===== src/rtl/sme_pkg.sv =====
`timescale 1ns / 1ps
// Shared types and constants for the sparse matrix element store.
// No dependencies.
package sme_pkg;

  localparam int RowFieldW = 6;
  localparam int ColFieldW = 6;
  localparam int ValW      = 64;
  localparam int StatW     = 3;
  localparam int TotalW    = 13;
  localparam logic [62:0] ThreshReset = 63'h3CB0_0000_0000_0000;

  localparam logic [StatW-1:0] ST_READ_HIT  = 3'd0;
  localparam logic [StatW-1:0] ST_READ_MISS = 3'd1;
  localparam logic [StatW-1:0] ST_UPDATED   = 3'd2;
  localparam logic [StatW-1:0] ST_INSERTED  = 3'd3;
  localparam logic [StatW-1:0] ST_REMOVED   = 3'd4;
  localparam logic [StatW-1:0] ST_IGNORED   = 3'd5;

  typedef enum logic [3:0] {
    S_IDLE, S_CNT, S_INIT, S_SRCH, S_SCMP, S_HCMP, S_DECIDE,
    S_DNRD, S_DNWR, S_UPRD, S_UPWR, S_FIN, S_OUT
  } state_t;

  typedef struct packed {
    logic accept;
    logic cnt_rd;
    logic srch_init;
    logic mid_rd;
    logic mid_cmp;
    logic pos_rd;
    logic hit_cmp;
    logic hit_clr;
    logic dn_init;
    logic up_init;
    logic shf_rd_dn;
    logic shf_rd_up;
    logic shf_wr;
    logic upd_wr;
    logic ins_wr;
    logic fin;
    logic load_out;
  } cmd_t;

  typedef struct packed {
    logic oor;
    logic act;
    logic below_thr;
    logic hit;
    logic lo_lt_hi;
    logic pos_lt_cnt;
    logic dn_more;
    logic up_more;
    logic out_free;
  } stat_t;

endpackage


===== src/rtl/sme_ctrl.sv =====
`timescale 1ns / 1ps
// Controller state machine: search, shift and result sequencing.
// Depends on sme_pkg.
module sme_ctrl
  import sme_pkg::*;
(
  input  logic   clk,
  input  logic   rst_n,
  input  logic   in_fire,
  input  stat_t  st,
  output logic   idle,
  output cmd_t   cmd
);

  state_t state_r, state_nxt;

  always_ff @(posedge clk) begin
    if (!rst_n) begin
      state_r <= S_IDLE;
    end else begin
      state_r <= state_nxt;
    end
  end

  always_comb begin
    state_nxt = state_r;
    unique case (state_r)
      S_IDLE:   if (in_fire) state_nxt = S_CNT;
      S_CNT:    state_nxt = st.oor ? S_OUT : S_INIT;
      S_INIT:   state_nxt = S_SRCH;
      S_SRCH: begin
        if (st.lo_lt_hi) state_nxt = S_SCMP;
        else if (st.pos_lt_cnt) state_nxt = S_HCMP;
        else state_nxt = S_DECIDE;
      end
      S_SCMP:   state_nxt = S_SRCH;
      S_HCMP:   state_nxt = S_DECIDE;
      S_DECIDE: begin
        if (!st.act) state_nxt = S_OUT;
        else if (st.below_thr) state_nxt = st.hit ? S_DNRD : S_OUT;
        else state_nxt = st.hit ? S_FIN : S_UPRD;
      end
      S_DNRD:   state_nxt = st.dn_more ? S_DNWR : S_FIN;
      S_DNWR:   state_nxt = S_DNRD;
      S_UPRD:   state_nxt = st.up_more ? S_UPWR : S_FIN;
      S_UPWR:   state_nxt = S_UPRD;
      S_FIN:    state_nxt = S_OUT;
      S_OUT:    if (st.out_free) state_nxt = S_IDLE;
      default:  state_nxt = S_IDLE;
    endcase
  end

  always_comb begin
    cmd  = '0;
    idle = 1'b0;
    unique case (state_r)
      S_IDLE: begin
        idle       = 1'b1;
        cmd.accept = in_fire;
      end
      S_CNT:    cmd.cnt_rd = 1'b1;
      S_INIT:   cmd.srch_init = 1'b1;
      S_SRCH: begin
        cmd.mid_rd  = st.lo_lt_hi;
        cmd.pos_rd  = !st.lo_lt_hi && st.pos_lt_cnt;
        cmd.hit_clr = !st.lo_lt_hi && !st.pos_lt_cnt;
      end
      S_SCMP:   cmd.mid_cmp = 1'b1;
      S_HCMP:   cmd.hit_cmp = 1'b1;
      S_DECIDE: begin
        cmd.dn_init = st.act && st.below_thr && st.hit;
        cmd.upd_wr  = st.act && !st.below_thr && st.hit;
        cmd.up_init = st.act && !st.below_thr && !st.hit;
      end
      S_DNRD:   cmd.shf_rd_dn = st.dn_more;
      S_DNWR:   cmd.shf_wr = 1'b1;
      S_UPRD: begin
        cmd.shf_rd_up = st.up_more;
        cmd.ins_wr    = !st.up_more;
      end
      S_UPWR:   cmd.shf_wr = 1'b1;
      S_FIN:    cmd.fin = 1'b1;
      S_OUT:    cmd.load_out = st.out_free;
      default:  cmd = '0;
    endcase
  end

endmodule


===== config.mk =====
export PLATFORM = sky130hd
export DESIGN_NAME = sme_ctrl
export DESIGN_NICKNAME = d
export VERILOG_FILES = /design/src/rtl/sme_pkg.sv /design/src/rtl/sme_ctrl.sv
export SDC_FILE = /design/constraint.sdc
export NUM_CORES = 1
export LEC_CHECK = 0
export ABC_AREA = 1
export BUFFER_PORTS_ARGS = -buffer_cell sky130_fd_sc_hd__buf_2
export CAP_MARGIN = 20
export CORE_UTILIZATION = 38
export DETAILED_ROUTE_END_ITERATION = 10
export HOLD_SLACK_MARGIN = 0.06
export PLACE_DENSITY_LB_ADDON = 0.25
export SLEW_MARGIN = 10
export SYNTH_ARGS = -nofsm -noshare
export SYNTH_HDL_FRONTEND = slang
export SYNTH_SLANG_ARGS = --single-unit

===== constraint.sdc =====
create_clock -name clk -period 1.2 [get_ports clk]
set_input_delay 0.24 -clock clk [delete_from_list [all_inputs] [get_ports clk]]
set_output_delay 0.24 -clock clk [all_outputs]
set_load 0.01 [all_outputs]

== After elaboration in Yosys (flattened, before gate mapping) ==
Index checks and enable logic that the tools add are counted.

* Equality and inequality tests: 14
* Mux-type cells: 29
* Reduce and logical (&&, ||, !) cells: 16

{| class="wikitable"
|+ Operators by type and width
! kind !! count
|-
| $pmux 4 s12 || 1
|-
| $mux 4 || 6
|-
| $eq 4x4->1 const B || 5
|-
| $mux 1 || 17
|-
| $eq 4x3->1 const B || 4
|-
| $mux 2 || 5
|-
| $eq 4x2->1 const B || 2
|-
| $logic_and 1x1->1 || 7
|-
| $logic_not 1->1 || 5
|-
| $eq 4x1->1 const B || 1
|-
| $logic_not 4->1 || 1
|-
| $ne 2x2->1 const B || 2
|-
| $reduce_or 2->1 || 2
|-
| $reduce_and 2->1 || 1
|}

* Flip-flop bits (word level): 4
* Output and inout port bits: 18
* Logic and storage cells: 60

== Longest topological paths before layout ==
Gate-level depths: netlist (run 1).

* Word-level depth: 4
* Mapped depth: 9
* Gate-level depth less buffers: 9

== Worst setup path after synthesis (run 1) ==
No wires, ideal clock.

* Path type: reg2out
* Start: register state_r[2]
* End: output port cmd[0] (netlist bit)
* Data arrival time: 1.032 ns
* Data required time: 0.960 ns
* Setup slack: -0.072 ns
* Cell stages (with the launch flop): 3
* Buffers on the path: 0
* Cell sequence: dfxtp_1 inv_1 nor4_1

{| class="wikitable"
|+ RTL lines
! what !! RTL line !! source
|-
| start, declared || sme_ctrl.sv:15 || <nowiki>state_t state_r, state_nxt;</nowiki>
|-
| start signal, assigned || sme_ctrl.sv:21 || <nowiki>state_r <= state_nxt;</nowiki>
|-
| end, declared || sme_ctrl.sv:12 || <nowiki>output cmd_t cmd</nowiki>
|}

==> run summary, run 1 <==
via count -> 920
Root Driver -> clkbuf_4
proportion of power drawn by combinational gates -> 0.761
required time reported for the critical path endpoint -> 0.96 ns
setup slack of the critical path after layout -> -0.311 ns
area of all placed cells without fillers -> 0.00107 sq mm
sequential fraction of design power -> 0.158
Power Density -> 1840 mW/mm^2
top flop regs -> state_r (4)
post-route setup TNS -> -4.26 ns
number of DRC markers in iteration 0 -> 38
cell count of the worst reg-to-reg path -> 9
peak supply drop -> 0.00130 V
peak clock frequency supported by timing -> 0.662 GHz
critical path startpoint category -> flop
final weighted congestion of routability-driven global placement -> 0.884
number of primary I/O pins -> 30
leakage power -> 0.663 nW
mean instance size in the synthesized netlist -> 5.32 sq um
clock buffer count from CTS -> 3
Syn Std Cell Area -> 522 sq um
Arrival @ worst endpoint -> 1.27 ns
Least-Margin Pin Slew -> 0.199 ns
Core ar. -> 0.00119 sq mm
Clk pin slew, worst setup/hold paths -> 0.04 ns
most frequent cells in the layout -> buf_2 (28), inv_1 (20), buf_4 (17)
part of the Yosys area used for sequential elements -> 0.153
result of the run -> complete, but fails checks
remaining global-route overflow -> 0
Worst R2R Setup Slack -> -0.15 ns
number of distinct standard cells referenced by the synthesized netlist -> 17
Mapped Cells -> 98
routed vias/inst -> 5.44
die height -> 39.1 um
number of DRC violations after detailed routing -> 0
clock latency on the worst-skew pair -> 0.23 ns
number of nets with antenna violations after routing -> 0
Pint -> 0.000960 W
Tightest Hold Check Type -> primary input to flop
max-slew headroom at the worst pin -> 0.866
Setup-failing EPs final -> 22
# clock sinks -> 4
Die X-Extent -> 39.1 um
share of cells above drive strength 1 -> 0.639
number of filler cells placed in the layout -> 59
worst-path maximum fanout -> 5
final WL -> 2750 um
placed standard-cell area -> 749 sq um
element type at the critical path end -> output pin
proportion of power drawn by the clock network -> 0.081
critical register-to-register path endpoint -> state_r[2]
wire length of the first global-routing pass -> 3280 um
count of buffers inserted at the top-level ports -> 29
final worst clock skew -> 0.000621 ns
Die Area -> 0.00153 sq mm
fraction of power spent switching nets -> 0.512
Tot GR Track Use -> 0.322
total net switching power -> 0.00101 W
Inserted Diodes -> 0
failing checks -> setup timing
commonest non-fill, non-tap cell in the layout -> buf_2
Sequential cell area -> 92.6 sq um
area growth from synthesis to layout -> 106%
CP Launch Point -> state_r[3]
max-cap check violation count -> 0
number of global-route vias before repair -> 773
H-tree levels -> 1
synthesized netlist net count -> 110
register with the highest flop count -> state_r
Rows -> 12
sum of net half-perimeters after detailed placement -> 1190 um
Final Critical Period -> 1.51 ns
initial standard-cell utilization of the core -> 0.440
post-DR wirelength/cell -> 16.3 um
Crit Path Class -> flop to output pin
number of flip-flops in the largest register -> 4
origin of the critical flop-to-flop path -> state_r[3]
count of final hold-check violations -> 0
final number of max-transition violations -> 0
Syn. warnings -> 0
antenna violations before repair -> 0
period utilisation layout -> 1.26
critical path capture point -> cmd[11]
TritonRoute pass-1 iters -> 4
RSZ-0062 raised after global routing -> yes
post-synthesis sequential element count -> 4
pin count of the biggest net entering global routing -> 6
post-route total power -> 0.00197 W
clock buffer depth -> 2
multi-input combinational cell area -> 460 sq um
clock tree from TritonCTS -> done
tightest hold margin -> 0.232 ns
net total in the final layout -> 169
## critical path, stage by stage (launching register included)
cell,delay [ns]
dfxtp_2,0.34
buf_6,0.13
nor2_4,0.16
nand2_2,0.11
nor2_2,0.14
buf_2,0.15
## how the worst min path moves through the flow
stage / start / end / slack (ns) / cells after the start
after floorplan: rst_n / state_r[3] / 0.34 / 2
after global placement: rst_n / state_r[3] / 0.44 / 3
after detailed placement: rst_n / state_r[3] / 0.46 / 3
after CTS: rst_n / state_r[3] / 0.23 / 3
after global routing: rst_n / state_r[3] / 0.22 / 3
final: rst_n / state_r[3] / 0.23 / 3
## routing by layer
metal | track usage | up-vias | routed length (um)
li1 | - | 417 | -
met3 | 0.0694 | 20 | 213
met4 | 0.224 | 0 | 156
met1 | 0.353 | 419 | 1020
met2 | 0.542 | 64 | 1360
met5 | 0 | - | 0
## metrics by stage
step,instances,worst slack [ns],utilization
after floorplan,98,0.0114,-
after global placement,148,-0.0576,0.632
after detailed placement,148,-0.104,0.632
after global routing,169,-0.344,0.904
final,169,-0.311,0.904
after CTS,168,-0.217,0.871
## cells in the mapped netlist (all sizes together)
| master | number | area share |
|---|---|---|
| inv | 28 | 0.20 |
| o211ai | 1 | 0.024 |
| nand3 | 6 | 0.067 |
| nand4 | 2 | 0.024 |
| nor3 | 2 | 0.019 |
| dfxtp | 4 | 0.15 |
| nor4 | 2 | 0.024 |
| nor2 | 20 | 0.19 |
| a21oi | 5 | 0.048 |
| o21ai | 3 | 0.029 |
| nand2 | 25 | 0.22 |
## cell families (layout without fill, tap and decap cells)
group                  after synthesis  after routing  share of synthesized area
buffers and inverters               28             85                      0.201
AO/OA/AOI/OAI                        9              9                      0.101
flip-flops                           4              4                      0.153
AND/OR/NAND/NOR                     57             57                      0.544
## power groups by stage
stage                     combinational, W  clock, W  sequential [W]
after floorplan                   0.000564         0        0.000248
after global placement            0.000846         0        0.000244
after detailed placement          0.000857         0        0.000247
after CTS                          0.00131  0.000165        0.000301
after global routing               0.00159  0.000178        0.000313
final                              0.00150  0.000159        0.000312
## what timing repair did
item / in CTS / in global routing
setup buffers: 18 / 1
pin swaps: 16 / 9
resized for setup: 46 / 6
endpoints found under the setup margin: 22 / 22
hold buffers: 0 / 0
## cell type report
type                    instances  share of cell area
clock buffers                   3              0.0210
inverters                      28               0.103
flip-flops and latches          4              0.0863
repair buffers                 54               0.344
well taps                      14              0.0163
multi-input cells              66               0.429
Power figures use the tool's default switching activity.
==> inputs of run 2 (changes only) <==
Settings changed: BUFFER_PORTS_ARGS -buffer_cell sky130_fd_sc_hd__buf_2 to not set, CORE_UTILIZATION 38 to 40, DONT_BUFFER_PORTS set to 1, TNS_END_PERCENT set to 20.
==> run 2 against run 1 <==
Effect of this change:
- critical path type unchanged
- via count shrank 32%
- the run still ends with setup timing left
- critical endpoint is now cmd[7]
- count of clock-buffer cells in the layout did not move
- worst hold slack got worse by 0.12 ns
==> run summary, run 2 (synthesis results as in run 1) <==
antenna violations before repair -> 0
max-cap check violation count -> 0
CP cell instances -> inv_4 > nand2_8 > nor4_4 > buf_4
period utilisation layout -> 1.14
pin count of the biggest net entering global routing -> 7
Clk pin slew, worst setup/hold paths -> 0.04 ns
max-slew headroom at the worst pin -> 0.864
# clock sinks -> 4
RSZ-0062 raised after global routing -> yes
Final Critical Period -> 1.37 ns
kind of cell adding the most delay to the critical path -> flip-flops
number of filler cells placed in the layout -> 104
count of final hold-check violations -> 0
Power Density -> 1780 mW/mm^2
Rows -> 12
post-route total power -> 0.00138 W
commonest non-fill, non-tap cell in the layout -> inv_1
Hold Buf Count CTS -> 0
worst min-delay path endpoint -> state_r[3]
final worst clock skew -> 0.00369 ns
number of primary I/O pins -> 30
die height -> 38.1 um
critical path startpoint category -> flop
routed vias/inst -> 4.91
Least-Margin Pin Slew -> 0.203 ns
placed cell count -> 122
final WL -> 1310 um
setup slack of the critical path after layout -> -0.167 ns
number of global-route vias before repair -> 527
Crit Path Class -> flop to output pin
number of DRC markers in iteration 0 -> 5
post-route setup TNS -> -1.53 ns
most frequent cells in the layout -> inv_1 (19), nand2_1 (18), buf_4 (12)
cell depth of the worst hold path -> 2
beginning of the worst hold path -> rst_n
Tightest Hold Check Type -> primary input to flop
count of buffers inserted at the top-level ports -> 0
initial standard-cell utilization of the core -> 0.451
leakage power -> 0.421 nW
standard cell with the maximum stage delay on the critical path -> dfxtp_4
clock buffer count from CTS -> 3
peak supply drop -> 0.00105 V
Core ar. -> 0.00116 sq mm
largest stage delay on the critical path -> 0.36 ns
cell count of the worst reg-to-reg path -> 10
required time reported for the critical path endpoint -> 0.96 ns
share of cells above drive strength 1 -> 0.474
remaining global-route overflow -> 0
placed standard-cell area -> 621 sq um
Arrival @ worst endpoint -> 1.13 ns
post-route insts no fill -> 128
final number of max-transition violations -> 0
origin of the critical flop-to-flop path -> state_r[3]
Setup-failing EPs final -> 18
top flop regs -> state_r (4)
sum of net half-perimeters after detailed placement -> 1020 um
post-DR wirelength/cell -> 10.2 um
wire length of the first global-routing pass -> 2000 um
clock tree from TritonCTS -> done
area of all placed cells without fillers -> 778 sq um
result of the run -> complete, but fails checks
clock latency on the worst-skew pair -> 0.23 ns
Inserted Diodes -> 0
critical register-to-register path endpoint -> state_r[0]
element type at the critical path end -> output pin
clock buffer depth -> 2
net total in the final layout -> 128
via count -> 628
number of flip-flops in the largest register -> 4
Die X-Extent -> 38.1 um
register with the highest flop count -> state_r
Buffers & Inverters on Critical Path -> 2
Worst R2R Setup Slack -> 0.01 ns
worst-path maximum fanout -> 5
Tot GR Track Use -> 0.192
Die Area -> 0.00145 sq mm
Root Driver -> clkbuf_4
number of nets with antenna violations after routing -> 0
final weighted congestion of routability-driven global placement -> 0.868
number of DRC violations after detailed routing -> 0
area growth from synthesis to layout -> 49.2%
H-tree levels -> 1
failing checks -> setup timing
peak clock frequency supported by timing -> 0.731 GHz
TritonRoute pass-1 iters -> 2
[run 2: where the power goes]
| group | switching (W) | internal, W |
|---|---|---|
| sequential | 0.0000984 | 0.000202 |
| clock | 0.0000478 | 0.000111 |
| combinational | 0.000570 | 0.000352 |
| total | 0.000717 | 0.000666 |
[run 2: cell type report]
| class | instances | area, sq um | area share |
|---|---|---|---|
| clock buffers | 3 | 22.5 | 0.0289 |
| repair buffers | 13 | 101 | 0.130 |
| well taps | 14 | 17.5 | 0.0225 |
| multi-input cells | 66 | 432 | 0.555 |
| flip-flops and latches | 4 | 95.1 | 0.122 |
| inverters | 28 | 110 | 0.141 |
[run 2: repair_timing]
item,in CTS,in global routing
gates resized for setup,27,12
pin swaps,6,4
setup endpoints to repair,22,21
buffers inserted,2,1
[run 2: worst max path at each step]
stage,from,end,slack (ns),cells past startpoint
CTS,state_r[3],cmd[7],-0.19,4
detailed placement,state_r[2],cmd[0],-0.09,3
global placement,state_r[2],cmd[0],-0.05,3
floorplan,state_r[3],cmd[7],-0.05,3
global route,state_r[3],cmd[7],-0.22,4
finish,state_r[3],cmd[7],-0.17,4
[run 2: worst register-to-register path, delay by kind of cell, from the launching register on]
kind,cells,cell delay (ns)
AND/OR/NAND/NOR,8,0.54
flip-flops,1,0.36
buffers and inverters,2,0.22
[run 2: stage by stage]
stage / worst slack (ns) / utilization / hold WS [ns]
2_1_floorplan: -0.0461 / - / 0.338
3_3_place_gp: -0.0496 / 0.537 / 0.347
5_1_grt: -0.217 / 0.673 / 0.124
4_1_cts: -0.186 / 0.624 / 0.102
6_report: -0.167 / 0.673 / 0.110
3_5_place_dp: -0.0881 / 0.537 / 0.343
[run 2: layer usage]
metal	track usage	routed length, um	vias to the layer above
li1	-	-	331
met1	0.251	618	281
met2	0.331	645	16
met3	0	45	0
met4	0.0804	0	0
met5	0	0	-
